$ cat config.mk
export PLATFORM = sky130hd
export DESIGN_NAME = magic_length_stream_deframer
export DESIGN_NICKNAME = d
export VERILOG_FILES = /design/src/sv/mlsd_pkg.sv /design/src/sv/mlsd_front.sv /design/src/sv/mlsd_cmd_queue.sv /design/src/sv/mlsd_back.sv /design/src/sv/magic_length_stream_deframer.sv
export SDC_FILE = /design/constraint.sdc
export NUM_CORES = 1
export LEC_CHECK = 0
export BUFFER_PORTS_ARGS = -buffer_cell sky130_fd_sc_hd__buf_2
export CORE_MARGIN = 3
export CORE_UTILIZATION = 55
export CTS_BUF_LIST = sky130_fd_sc_hd__clkbuf_4
export DETAILED_ROUTE_END_ITERATION = 10
export PLACE_DENSITY = 0.82
export SYNTH_ARGS = -nofsm -noshare
export SYNTH_HDL_FRONTEND = slang
export SYNTH_SLANG_ARGS = --single-unit
export TNS_END_PERCENT = 20
$ cat constraint.sdc
create_clock -name clock -period 6.1 [get_ports clock]
set_input_delay 0.61 -clock clock [delete_from_list [all_inputs] [get_ports clock]]
set_output_delay 0.61 -clock clock [all_outputs]
set_load 0.01 [all_outputs]
$ cat src/sv/mlsd_pkg.sv
// Shared types and constants for the magic-length stream deframer.
package mlsd_pkg;

   localparam int COUNT_WIDTH = 32;
   localparam int QUEUE_DEPTH = 2;
   localparam int QPTR_WIDTH  = (QUEUE_DEPTH > 1) ? $clog2(QUEUE_DEPTH) : 1;
   localparam int QCNT_WIDTH  = $clog2(QUEUE_DEPTH + 1);

   localparam logic [7:0] CHAR_CR = 8'h0D;
   localparam logic [7:0] CHAR_LF = 8'h0A;

   // result kinds
   localparam logic [2:0] KIND_TEXT  = 3'd0;
   localparam logic [2:0] KIND_EOL   = 3'd1;
   localparam logic [2:0] KIND_BODY  = 3'd2;
   localparam logic [2:0] KIND_FINAL = 3'd3;
   localparam logic [2:0] KIND_EMPTY = 3'd4;

   // register indexes
   localparam logic [1:0] CSR_START_ONE   = 2'd0;
   localparam logic [1:0] CSR_START_TWO   = 2'd1;
   localparam logic [1:0] CSR_FRAME_LIMIT = 2'd2;
   localparam logic [1:0] CSR_LINE_LIMIT  = 2'd3;

   typedef enum logic [2:0] {
      PH_HUNT   = 3'd0,
      PH_SECOND = 3'd1,
      PH_LEN_HI = 3'd2,
      PH_LEN_LO = 3'd3,
      PH_BODY   = 3'd4
   } phase_type;

   typedef enum logic [1:0] {
      EVT_TEXT  = 2'd0,
      EVT_EMPTY = 2'd1,
      EVT_BODY  = 2'd2,
      EVT_FINAL = 2'd3
   } evt_type;

   typedef struct packed {
      logic [7:0]  start_one;
      logic [7:0]  start_two;
      logic [15:0] frame_limit;
      logic [7:0]  line_limit;
   } cfg_type;

   // One classified input byte: either a frame event or up to two text bytes.
   typedef struct packed {
      evt_type     evt;
      logic [1:0]  text_n;
      logic [7:0]  text0;
      logic [7:0]  text1;
      logic [7:0]  data;
      logic [15:0] len;
      logic [31:0] frames;
      logic [31:0] resyncs;
   } cmd_type;

endpackage

$ cat src/sv/mlsd_front.sv
// Header parser: tracks framing state and classifies each byte into a command.
module mlsd_front (
   input  logic             clock,
   input  logic             reset,
   input  logic             req_valid,
   output logic             req_ready,
   input  logic [7:0]       req_byte_in,
   input  mlsd_pkg::cfg_type cfg,
   input  logic             q_ready,
   output logic             q_push,
   output mlsd_pkg::cmd_type q_cmd
);
   import mlsd_pkg::*;

   typedef struct packed {
      phase_type  phase;
      logic [1:0] n;
      logic [7:0] t0;
      logic [7:0] t1;
   } hunt_type;

   function automatic hunt_type hunt(phase_type ph, logic [7:0] b,
                                     logic [7:0] s1, logic [7:0] s2);
      hunt_type r;
      r = '{phase: PH_HUNT, n: 2'd0, t0: 8'h00, t1: 8'h00};
      if (ph == PH_SECOND) begin
         if (b == s2) begin
            r.phase = PH_LEN_HI;
         end else if (b == s1) begin
            r.phase = PH_SECOND;
            r.n     = 2'd1;
            r.t0    = s1;
         end else begin
            r.n  = 2'd2;
            r.t0 = s1;
            r.t1 = b;
         end
      end else if (b == s1) begin
         r.phase = PH_SECOND;
      end else begin
         r.n  = 2'd1;
         r.t0 = b;
      end
      return r;
   endfunction

   phase_type               phase_ff, phase_in;
   logic [15:0]             len_ff, len_in;
   logic [15:0]             body_ff, body_in;
   logic [COUNT_WIDTH-1:0]  frames_ff, frames_in;
   logic [COUNT_WIDTH-1:0]  resyncs_ff, resyncs_in;

   logic        accept;
   logic [15:0] len_full;
   logic [15:0] body_nx;
   logic        oversize;
   hunt_type    hs, h1, h2;

   assign req_ready = q_ready;
   assign accept    = req_valid && q_ready;
   assign len_full  = {len_ff[15:8], req_byte_in};
   assign oversize  = len_full > cfg.frame_limit;
   assign body_nx   = body_ff + 16'd1;

   assign hs = hunt(phase_ff, req_byte_in, cfg.start_one, cfg.start_two);
   // oversize length: both length bytes go back through the hunt
   assign h1 = hunt(PH_HUNT, len_ff[15:8], cfg.start_one, cfg.start_two);
   assign h2 = hunt(h1.phase, req_byte_in, cfg.start_one, cfg.start_two);

   // next state
   always_comb begin
      phase_in   = phase_ff;
      len_in     = len_ff;
      body_in    = body_ff;
      frames_in  = frames_ff;
      resyncs_in = resyncs_ff;
      if (accept) begin
         case (phase_ff)
            PH_LEN_HI: begin
               len_in   = {req_byte_in, 8'h00};
               phase_in = PH_LEN_LO;
            end
            PH_LEN_LO: begin
               len_in = len_full;
               if (oversize) begin
                  resyncs_in = resyncs_ff + COUNT_WIDTH'(1);
                  phase_in   = h2.phase;
               end else if (len_full == 16'd0) begin
                  frames_in = frames_ff + COUNT_WIDTH'(1);
                  phase_in  = PH_HUNT;
               end else begin
                  body_in  = 16'd0;
                  phase_in = PH_BODY;
               end
            end
            PH_BODY: begin
               body_in = body_nx;
               if (body_nx == len_ff) begin
                  frames_in = frames_ff + COUNT_WIDTH'(1);
                  phase_in  = PH_HUNT;
               end
            end
            default: begin
               phase_in = hs.phase;
            end
         endcase
      end
   end

   // command
   always_comb begin
      q_cmd.evt     = EVT_TEXT;
      q_cmd.text_n  = 2'd0;
      q_cmd.text0   = 8'h00;
      q_cmd.text1   = 8'h00;
      q_cmd.data    = req_byte_in;
      q_cmd.len     = len_ff;
      q_cmd.frames  = 32'(frames_in);
      q_cmd.resyncs = 32'(resyncs_in);
      case (phase_ff)
         PH_LEN_HI: begin
         end
         PH_LEN_LO: begin
            if (oversize) begin
               q_cmd.text_n = h1.n + h2.n;
               q_cmd.text0  = (h1.n != 2'd0) ? h1.t0 : h2.t0;
               q_cmd.text1  = (h1.n != 2'd0) ? h2.t0 : h2.t1;
            end else if (len_full == 16'd0) begin
               q_cmd.evt  = EVT_EMPTY;
               q_cmd.data = 8'h00;
               q_cmd.len  = 16'd0;
            end
         end
         PH_BODY: begin
            q_cmd.evt = (body_nx == len_ff) ? EVT_FINAL : EVT_BODY;
         end
         default: begin
            q_cmd.text_n = hs.n;
            q_cmd.text0  = hs.t0;
            q_cmd.text1  = hs.t1;
         end
      endcase
      q_push = accept && ((q_cmd.evt != EVT_TEXT) || (q_cmd.text_n != 2'd0));
   end

   always_ff @(posedge clock) begin
      if (reset) begin
         phase_ff   <= PH_HUNT;
         len_ff     <= '0;
         body_ff    <= '0;
         frames_ff  <= '0;
         resyncs_ff <= '0;
      end else begin
         phase_ff   <= phase_in;
         len_ff     <= len_in;
         body_ff    <= body_in;
         frames_ff  <= frames_in;
         resyncs_ff <= resyncs_in;
      end
   end

endmodule

$ cat src/sv/mlsd_cmd_queue.sv
// Short first-word-fall-through command queue between parser and emitter.
module mlsd_cmd_queue (
   input  logic              clock,
   input  logic              reset,
   input  logic              push,
   input  mlsd_pkg::cmd_type push_cmd,
   output logic              ready,
   output logic              head_valid,
   output mlsd_pkg::cmd_type head_cmd,
   input  logic              pop
);
   import mlsd_pkg::*;

   cmd_type               entry_ff [QUEUE_DEPTH];
   logic [QPTR_WIDTH-1:0] wr_ptr_ff, wr_ptr_in;
   logic [QPTR_WIDTH-1:0] rd_ptr_ff, rd_ptr_in;
   logic [QCNT_WIDTH-1:0] count_ff, count_in;

   logic do_push, do_pop;

   assign ready      = count_ff != QCNT_WIDTH'(QUEUE_DEPTH);
   assign head_valid = count_ff != '0;
   assign head_cmd   = entry_ff[rd_ptr_ff];
   assign do_push    = push && ready;
   assign do_pop     = pop && head_valid;

   always_comb begin
      wr_ptr_in = wr_ptr_ff;
      rd_ptr_in = rd_ptr_ff;
      count_in  = count_ff;
      if (do_push) begin
         wr_ptr_in = wr_ptr_ff + QPTR_WIDTH'(1);
         if (wr_ptr_ff == QPTR_WIDTH'(QUEUE_DEPTH - 1)) wr_ptr_in = '0;
      end
      if (do_pop) begin
         rd_ptr_in = rd_ptr_ff + QPTR_WIDTH'(1);
         if (rd_ptr_ff == QPTR_WIDTH'(QUEUE_DEPTH - 1)) rd_ptr_in = '0;
      end
      if (do_push && !do_pop) begin
         count_in = count_ff + QCNT_WIDTH'(1);
      end else if (do_pop && !do_push) begin
         count_in = count_ff - QCNT_WIDTH'(1);
      end
   end

   always_ff @(posedge clock) begin
      if (do_push) begin
         entry_ff[wr_ptr_ff] <= push_cmd;
      end
   end

   always_ff @(posedge clock) begin
      if (reset) begin
         wr_ptr_ff <= '0;
         rd_ptr_ff <= '0;
         count_ff  <= '0;
      end else begin
         wr_ptr_ff <= wr_ptr_in;
         rd_ptr_ff <= rd_ptr_in;
         count_ff  <= count_in;
      end
   end

endmodule

$ cat src/sv/mlsd_back.sv
// Emitter: expands commands into result beats, handles console text and line ends.
module mlsd_back (
   input  logic              clock,
   input  logic              reset,
   input  logic [7:0]        line_limit,
   input  logic              q_valid,
   input  mlsd_pkg::cmd_type q_cmd,
   output logic              q_pop,
   output logic              rsp_valid,
   input  logic              rsp_ready,
   output logic [2:0]        rsp_kind,
   output logic [7:0]        rsp_data,
   output logic [15:0]       rsp_frame_len,
   output logic [31:0]       rsp_frames_total,
   output logic [31:0]       rsp_resyncs_total,
   output logic [31:0]       rsp_text_total,
   output logic              rsp_last
);
   import mlsd_pkg::*;

   logic                   tidx_ff, tidx_in;
   logic                   pend_ff, pend_in;     // line end owed after a full line
   logic [COUNT_WIDTH-1:0] text_cnt_ff, text_cnt_in;
   logic [7:0]             line_cnt_ff, line_cnt_in;

   logic                   valid_ff, valid_in;
   logic [2:0]             kind_ff, kind_in;
   logic [7:0]             data_ff, data_in;
   logic [15:0]            len_ff, len_in;
   logic [31:0]            frames_ff, frames_in;
   logic [31:0]            resyncs_ff, resyncs_in;
   logic [31:0]            text_ff, text_in;
   logic                   last_ff, last_in;

   logic       out_ok, step, emit, advance, is_end, next_quiet;
   logic [7:0] cur_byte;
   logic [7:0] line_nx;

   assign out_ok     = !valid_ff || rsp_ready;
   assign step       = q_valid && out_ok;
   assign cur_byte   = tidx_ff ? q_cmd.text1 : q_cmd.text0;
   assign is_end     = tidx_ff || (q_cmd.text_n == 2'd1);
   // a trailing CR gives no beat, so the current beat is the last one
   assign next_quiet = is_end || (q_cmd.text1 == CHAR_CR);
   assign line_nx    = line_cnt_ff + 8'd1;

   always_comb begin
      emit        = 1'b0;
      advance     = 1'b0;
      q_pop       = 1'b0;
      tidx_in     = tidx_ff;
      pend_in     = pend_ff;
      text_cnt_in = text_cnt_ff;
      line_cnt_in = line_cnt_ff;
      kind_in     = KIND_TEXT;
      data_in     = 8'h00;
      len_in      = 16'd0;
      last_in     = 1'b0;
      if (step) begin
         if (q_cmd.evt != EVT_TEXT) begin
            emit    = 1'b1;
            q_pop   = 1'b1;
            last_in = 1'b1;
            data_in = q_cmd.data;
            len_in  = q_cmd.len;
            unique case (q_cmd.evt)
               EVT_EMPTY: kind_in = KIND_EMPTY;
               EVT_BODY:  kind_in = KIND_BODY;
               EVT_FINAL: kind_in = KIND_FINAL;
               EVT_TEXT:  kind_in = KIND_TEXT;
            endcase
         end else if (pend_ff) begin
            emit    = 1'b1;
            kind_in = KIND_EOL;
            advance = 1'b1;
            last_in = next_quiet;
         end else begin
            text_cnt_in = text_cnt_ff + COUNT_WIDTH'(1);
            if (cur_byte == CHAR_CR) begin
               advance = 1'b1;
            end else if (cur_byte == CHAR_LF) begin
               emit        = 1'b1;
               kind_in     = KIND_EOL;
               line_cnt_in = 8'd0;
               advance     = 1'b1;
               last_in     = next_quiet;
            end else begin
               emit    = 1'b1;
               kind_in = KIND_TEXT;
               data_in = cur_byte;
               if (line_nx >= line_limit) begin
                  line_cnt_in = 8'd0;
                  pend_in     = 1'b1;
               end else begin
                  line_cnt_in = line_nx;
                  advance     = 1'b1;
                  last_in     = next_quiet;
               end
            end
         end
         if (advance) begin
            pend_in = 1'b0;
            if (is_end) begin
               q_pop   = 1'b1;
               tidx_in = 1'b0;
            end else begin
               tidx_in = 1'b1;
            end
         end
      end
   end

   always_comb begin
      valid_in   = valid_ff;
      frames_in  = frames_ff;
      resyncs_in = resyncs_ff;
      text_in    = text_ff;
      if (step && emit) begin
         valid_in   = 1'b1;
         frames_in  = q_cmd.frames;
         resyncs_in = q_cmd.resyncs;
         text_in    = 32'(text_cnt_in);
      end else if (rsp_ready) begin
         valid_in = 1'b0;
      end
   end

   always_ff @(posedge clock) begin
      if (step && emit) begin
         kind_ff <= kind_in;
         data_ff <= data_in;
         len_ff  <= len_in;
         last_ff <= last_in;
      end
      frames_ff  <= frames_in;
      resyncs_ff <= resyncs_in;
      text_ff    <= text_in;
   end

   always_ff @(posedge clock) begin
      if (reset) begin
         tidx_ff     <= 1'b0;
         pend_ff     <= 1'b0;
         text_cnt_ff <= '0;
         line_cnt_ff <= '0;
         valid_ff    <= 1'b0;
      end else begin
         tidx_ff     <= tidx_in;
         pend_ff     <= pend_in;
         text_cnt_ff <= text_cnt_in;
         line_cnt_ff <= line_cnt_in;
         valid_ff    <= valid_in;
      end
   end

   assign rsp_valid         = valid_ff;
   assign rsp_kind          = kind_ff;
   assign rsp_data          = data_ff;
   assign rsp_frame_len     = len_ff;
   assign rsp_frames_total  = frames_ff;
   assign rsp_resyncs_total = resyncs_ff;
   assign rsp_text_total    = text_ff;
   assign rsp_last          = last_ff;

endmodule

$ cat src/sv/magic_length_stream_deframer.sv
// Top level of the magic-length stream deframer: registers and part wiring.
//
// req_* carries one received byte per beat (valid/ready). rsp_* carries result
// beats: text chars, line ends, frame body bytes (final one marked), empty-frame
// events, each with snapshots of the frame, resync and text totals; rsp_last
// marks the final beat caused by one input byte. A byte may cause zero to four
// beats.
// csr_* writes the start bytes, frame limit and line limit; write only while idle.
//
// The parser classifies a byte in the cycle it is accepted and pushes a command
// into a two-entry queue; the emitter turns each command into beats, one beat
// per cycle while rsp_ready allows, into an output register. At the earliest,
// the first beat of a byte is presented after it passes the queue entry and
// the output register. Throughput is one byte per cycle while each byte gives
// at most one beat or dropped CR and rsp_ready stays high; a command holds the
// emitter for each beat and dropped CR; the queue then backs up into req_ready.
// A stalled rsp_ready holds the output register; the queue fills and req_ready
// drops. Synchronous reset returns to hunting, clears counters and the queue,
// and restores the register defaults.
module magic_length_stream_deframer (
   input  logic        clock,
   input  logic        reset,
   input  logic        req_valid,
   output logic        req_ready,
   input  logic [7:0]  req_byte_in,
   output logic        rsp_valid,
   input  logic        rsp_ready,
   output logic [2:0]  rsp_kind,
   output logic [7:0]  rsp_data,
   output logic [15:0] rsp_frame_len,
   output logic [31:0] rsp_frames_total,
   output logic [31:0] rsp_resyncs_total,
   output logic [31:0] rsp_text_total,
   output logic        rsp_last,
   input  logic        csr_wr_en,
   input  logic [1:0]  csr_index,
   input  logic [15:0] csr_wdata
);
   import mlsd_pkg::*;

   cfg_type cfg_ff, cfg_in;

   logic    q_push, q_ready, q_valid, q_pop;
   cmd_type push_cmd, head_cmd;

   always_comb begin
      cfg_in = cfg_ff;
      if (csr_wr_en) begin
         unique case (csr_index)
            CSR_START_ONE:   cfg_in.start_one   = csr_wdata[7:0];
            CSR_START_TWO:   cfg_in.start_two   = csr_wdata[7:0];
            CSR_FRAME_LIMIT: cfg_in.frame_limit = csr_wdata;
            CSR_LINE_LIMIT:  cfg_in.line_limit  = csr_wdata[7:0];
         endcase
      end
   end

   always_ff @(posedge clock) begin
      if (reset) begin
         cfg_ff <= '{start_one: 8'd148, start_two: 8'd195,
                     frame_limit: 16'd512, line_limit: 8'd128};
      end else begin
         cfg_ff <= cfg_in;
      end
   end

   mlsd_front u_front (
      .clock       (clock),
      .reset       (reset),
      .req_valid   (req_valid),
      .req_ready   (req_ready),
      .req_byte_in (req_byte_in),
      .cfg         (cfg_ff),
      .q_ready     (q_ready),
      .q_push      (q_push),
      .q_cmd       (push_cmd)
   );

   mlsd_cmd_queue u_queue (
      .clock      (clock),
      .reset      (reset),
      .push       (q_push),
      .push_cmd   (push_cmd),
      .ready      (q_ready),
      .head_valid (q_valid),
      .head_cmd   (head_cmd),
      .pop        (q_pop)
   );

   mlsd_back u_back (
      .clock             (clock),
      .reset             (reset),
      .line_limit        (cfg_ff.line_limit),
      .q_valid           (q_valid),
      .q_cmd             (head_cmd),
      .q_pop             (q_pop),
      .rsp_valid         (rsp_valid),
      .rsp_ready         (rsp_ready),
      .rsp_kind          (rsp_kind),
      .rsp_data          (rsp_data),
      .rsp_frame_len     (rsp_frame_len),
      .rsp_frames_total  (rsp_frames_total),
      .rsp_resyncs_total (rsp_resyncs_total),
      .rsp_text_total    (rsp_text_total),
      .rsp_last          (rsp_last)
   );

endmodule
* Word level (Yosys, flattened, before mapping)
Memory sizes are Yosys's and may differ from the RTL's. A register that Yosys moved wholly into a read port is not among the register bits.
Index checks and enable logic that the tools add are counted.
** Cells by class
- Muxes and demuxes :: 90
- Eq/ne operators :: 24
- Bitwise gates (word level) :: 4
- Reduce and logical (&&, ||, !) cells :: 40
- $add $sub $neg :: 10
- Order comparisons :: 2
** Operator list (count)
- $mux W32 :: 10
- $add A32 B1 Y32 const B :: 3
- $mux W8 :: 12
- $mux W24 :: 3
- $pmux W16 S2 :: 2
- $pmux W32 S2 :: 1
- $mux W1 :: 40
- $mux W18 :: 2
- $pmux W18 S2 :: 1
- $mux W16 :: 2
- $mux W13 :: 2
- $eq A8 B4 Y1 const B :: 3
- $eq A8 B8 Y1 :: 3
- $mux W3 :: 7
- $mux W9 :: 2
- $reduce_and A2 Y1 :: 9
- $reduce_bool A2 Y1 :: 9
- $add A16 B1 Y16 const B :: 1
- $eq A16 B16 Y1 :: 1
- $gt A16 B16 Y1 :: 1
- $logic_not A16 Y1 :: 1
- $pmux W3 S4 :: 1
- $mux W10 :: 1
- $pmux W3 S3 :: 1
- 24 further kinds :: 52
** Storage, ports and cells
- Logic and storage cells :: 196
- Output and inout bits :: 126
- Input bits :: 31
- Memories :: 1
- Memory bits (writable) :: 216
- Register bits after elaboration :: 310
** Memories
- u_queue.entry_ff :: depth 2, width 108, rd ports 1, clocked after memory_dff 1, write ports 1, line mlsd_cmd_queue.sv:14 : cmd_type entry_ff [QUEUE_DEPTH];

* Logic depth before layout (Yosys ltp)
- Word-level depth :: 15
- Gate-level depth with buffers :: 14
- Mapped depth without buffers :: 13

* Modules after synthesis
Synthesis repeated with hierarchy kept, for this count alone.
** Second synthesis, totals
- Cells, all modules :: 1932
- Area total of the unflattened synthesis :: 23371.2 µm²
** Modules (own cells, without submodules)
- mlsd_cmd_queue :: area each 8085.3 µm², instances 1, sequential area each 6586.3 µm², cells each 360
- mlsd_front :: area each 6940.4 µm², instances 1, sequential area each 1981.9 µm², cells each 921
- mlsd_back :: area each 6707.7 µm², instances 1, sequential area each 4584.4 µm², cells each 493
- magic_length_stream_deframer :: area each 1637.8 µm², instances 1, sequential area each 800.8 µm², cells each 158

* Worst setup path after synthesis
Ideal clock, no wire load.
- Kind :: input -> register
- Start :: in req_byte_in[7]
- End :: mem u_queue.entry_ff[1][0] (netlist bit), enable pin
- Setup slack :: 882 ps
- Arrival time :: 4739 ps
- Buffers on the path :: 0
- Stages on the path :: 9
- Path through :: ha_1 nand2_1 or4_1 a21oi_1 a211oi_1 o21ai_0 a211oi_1 nor2_1 and2_1
** On the way
- Cells in the longest elaborated chain, start to end :: 13
- Elaborated cells between the ends (all ways) :: 22
- Classes of those cells :: add/sub (1); order compare (1); eq/ne (2); mux (12); reduce/logical (6)
** RTL lines
- from (decl) :: line magic_length_stream_deframer.sv:25 : input logic [7:0] req_byte_in,
- $eq A8 B8 Y1 :: line mlsd_front.sv:29, mlsd_front.sv:38
- $mux W10 :: line mlsd_front.sv:29 : end else if (b == s1) begin
- $mux W18 :: line mlsd_front.sv:27 : if (b == s2) begin
- $mux W13 :: line mlsd_front.sv:26 : if (ph == PH_SECOND) begin
- $add A1 B2 Y2 :: line mlsd_front.sv:125 : q_cmd.text_n = h1.n + h2.n;
- $mux W18 :: line mlsd_front.sv:124 : if (oversize) begin
- $pmux W18 S2 :: line mlsd_front.sv:120 : case (phase_ff)
- $reduce_bool A2 Y1 :: line mlsd_front.sv:143 : q_push = accept && ((q_cmd.evt != EVT_TEXT) || (q_cmd.text_n != 2'd0));
- $logic_or A1 B1 Y1 * :: line mlsd_front.sv:143
- $logic_and A1 B1 Y1 * :: line mlsd_front.sv:143
- $logic_and A1 B1 Y1 * :: line mlsd_cmd_queue.sv:24 : assign do_push = push && ready;
- net u_queue.do_push :: line mlsd_cmd_queue.sv:19 : logic do_push, do_pop;
- $mux W1 * :: line mlsd_cmd_queue.sv:47 : if (do_push) begin
- $mux W1 (not written as such) * :: line mlsd_cmd_queue.sv:48 : entry_ff[wr_ptr_ff] <= push_cmd;
- to (decl) :: line mlsd_cmd_queue.sv:14
The timed path passes the listed nets; every way through them passes the cells marked *.

==> flow_metrics.py <==
metrics = {
    "critical_path": {
        "r2r_slack_ns": 1.73,
        "crit_required_ns": 6.55,
        "crit_path_max_fanout": 64,
        "end_kind": "flip-flop",
        "critPathArrivalTime_ns": 4.82,
        "r2r-end": "u_back.rsp_frames_total[31]",
        "startpoint_type": "flip-flop",
        "worstSetupEndpoint": "u_back.rsp_frames_total[31]",
        "reg2regPathDepth": 7,
        "worstSetupPathType": "flip-flop to flip-flop",
    },
    "sta": {
        "post-route-period-util_pct": 71.71,
        "tightest_slew_ns": 1.143,
        "fmax_mhz": 228.6,
        "hold_viol": 0,
        "finalSetupTns_ns": 0,
        "setup_viol": 0,
        "timing.clock.skew_ns": 0.05392,
        "min_period_ns": 4.374,
        "relSlewSlack_pct": 23.31,
        "rsz0062_at_grt": "false",
        "setup_ws_ns": 1.726,
        "slew_violations": 0,
    },
    "detailed_routing": {
        "drtIter0Drc": 1279,
        "vias": 14950,
        "wl_microns": 48150,
        "wire_per_inst_microns": 17.97,
        "drtPass1Iterations": 6,
        "drc_errors": 0,
        "viasPerCell": 5.580,
        "postRouteAntennaNets": 0,
    },
    "synthesis": {
        "synth_top_area_cell": "edfxtp_1",
        "ys_ff_latch": 527,
        "yosysWarnings": 0,
        "synthFlopType": "edfxtp_1",
        "synth_enable_flop_cells": 340,
        "syn_nets": 1899,
        "synth.top_cell.area_share_pct": 45.50,
        "yosysMostFrequentCell": "edfxtp_1",
        "syn_area_sq_um": 22440,
        "yosysSeqAreaShare_pct": 62.18,
        "synthTopCellsByArea": "edfxtp_1, dfxtp_1, mux2_2",
        "synth-async-reset-ratio_pct": 0,
        "syn_inst": 1838,
        "avgSynthCellArea_sq_um": 12.21,
        "synth_common_cells": "edfxtp_1, dfxtp_1, nand2_1",
        "ys_types": 77,
    },
    "grt": {
        "first_global_vias": 15030,
        "grt_util_all_layers_pct": 22.01,
        "antenna_found_initial": 2,
        "grt_start_max_net_pins": 117,
        "gr-total-overflow": 0,
        "grt_pass1_wl_microns": 77210,
    },
    "placed_design": {
        "dp_hpwl_microns": 32020,
        "routabilityCongestion": 0.9080,
        "port_buffers": 156,
        "place_ws_ns": 1.675,
    },
    "cells_and_area": {
        "nets": 2104,
        "drive_gt1_share_pct": 23.61,
        "final_core_util_pct": 63.61,
        "synthToLayoutAreaGrowth_pct": 13.40,
    },
    "clocking": {
        "cts.sinks": 527,
        "cts.repair.resized": 0,
        "clk_latency_ns": 0.83,
        "postCtsSetupRepairBufs": 0,
        "tritoncts": "built",
        "htree_levels": 4,
        "cts_buffers": 132,
        "cts_buffer_depth": 3,
        "cts-root-buf": "clkbuf_4",
        "clk_pin_slew_ns": 0.07,
        "hold_buffers": 8,
    },
    "floorplan": {
        "die-area_sq_um": 43260,
        "num_io_pins": 157,
        "core_area_sq_um": 40010,
        "fp.dieW_microns": 208.0,
        "start_util_pct": 56.09,
        "fp.dieH_microns": 208.0,
        "row_count": 73,
    },
    "power": {
        "total_leakage_power_nw": 9.564,
        "ir_worst_vdd_mv": 0.1912,
        "p_per_area_nw_per_um2": 375.7,
    },
    "job": {
        "maxCapViolations": 0,
    },
    "worst_hold_path": {
        "hold_path.class": "input pin to flip-flop",
    },
    "status": {
        "status": "finished, final reports clean",
    },
}
-- cells in the final DEF, fill, tap and decap left out, types with 8 or more instances in the layout --
cell type / Yosys / routed
a22oi_1: 17 / 17
buf_2: 13 / 155
a211oi_1: 8 / 8
dlygate4sd3_1: 0 / 8
mux2_2: 69 / 69
buf_4: 4 / 12
a2111oi_2: 13 / 13
ha_1: 30 / 30
o21ai_0: 30 / 30
dfxtp_1: 187 / 186
mux2i_1: 39 / 39
nor2b_1: 81 / 81
a21oi_1: 105 / 105
xnor2_1: 73 / 73
and2_1: 20 / 19
nor2_1: 122 / 122
nand3_1: 61 / 61
nand2_1: 152 / 152
a211o_1: 11 / 11
inv_1: 59 / 57
and3_1: 25 / 25
and2b_1: 9 / 9
clkbuf_4: 0 / 205
edfxtp_1: 340 / 340
clkinv_1: 0 / 24
nor4_1: 14 / 13
nand4_1: 37 / 37
nand2b_1: 17 / 17
mux4_2: 8 / 8
or3_1: 10 / 10
xor2_1: 64 / 64
nor3_1: 28 / 28
-- how the worst min path moves through the flow --
stage	start	slack, ns	to	depth (start not counted)
3_5_place_dp	cfg_ff[1]	0.45	cfg_ff[1]	2
4_1_cts	csr_wdata[2]	0.006	cfg_ff[34]	2
3_3_place_gp	cfg_ff[11]	0.45	cfg_ff[11]	2
5_1_grt	csr_wdata[2]	0.02	cfg_ff[34]	2
2_1_floorplan	cfg_ff[10]	0.44	cfg_ff[10]	2
6_report	csr_wdata[4]	0.08	cfg_ff[36]	2
-- final cells by class --
| class | count | area [sq um] |
|---|---|---|
| Antenna cell | 3 | 7.507 |
| Clock buffer | 205 | 1539 |
| Clock inverter | 38 | 254.0 |
| Fill cell | 2996 | 14560 |
| Inverter | 59 | 226.5 |
| Multi-Input combinational cell | 1146 | 7830 |
| Sequential cell | 527 | 13960 |
| Tap cell | 525 | 656.9 |
| Timing Repair Buffer | 177 | 977.2 |
-- flip-flops by register name, indices dropped and copies added (netlist names), 2 cells and up, named ones only --
| name | cells |
|---|---|
| u_back.rsp_resyncs_total | 32 |
| u_front.frames_ff | 32 |
| u_back.rsp_text_total | 32 |
| u_back.rsp_data | 8 |
| u_back.rsp_frame_len | 16 |
| u_front.phase_ff | 3 |
| u_front.len_ff | 16 |
| u_front.resyncs_ff | 32 |
| u_back.text_cnt_ff | 32 |
| u_queue.count_ff | 2 |
| cfg_ff | 40 |
| u_back.rsp_frames_total | 32 |
| u_back.line_cnt_ff | 8 |
| u_back.rsp_kind | 3 |
| u_queue.entry_ff | 216 |
| u_front.body_ff | 16 |
-- metrics by stage --
step           std cells  hold slack, ns  power, mW  cell area, sq um
6_report            2680         0.07668      9.561             25450
5_1_grt             2680         0.01608      10.03             25450
4_1_cts             2677        0.005727      9.661             25440
3_5_place_dp        2426          0.4484      6.578             23570
3_3_place_gp        2426          0.4464      6.523             23570
2_1_floorplan       1838          0.4363      5.884             22440
-- worst max-delay path, cell delays in order, from the launching register on --
cell and delay, ns:
dfxtp_4 0.83, buf_4 0.78, mux4_2 0.63, and3_1 0.21
nand2_1 0.10, o31ai_1 0.15, inv_4 0.61, buf_4 0.53
-- cells by family after synthesis --
kind of cell	count (synthesis)	share of synthesized area (%)
AO/OA/AOI/OAI	239	7.081
XOR/XNOR	139	5.492
adder cells (fa/ha/maj)	30	1.673
buffers and inverters	165	2.966
flip-flops	527	62.18
AND/OR/NAND/NOR	619	14.45
multiplexers	119	6.156
-- layer usage --
metal	routed length, microns	part of all wire, %	global-route usage [%]
met1	20380	42	28.67
met2	23360	49	35.80
met3	3152	6.5	5.247
met4	1256	2.6	8.928
met5	0	0	0
-- power breakdown --
group	switching, mW	internal, mW
logic	1.10	0.583
registers	0.226	4.57
clock network	1.37	1.70
Note: power is estimated with default switching activity, not from simulation.
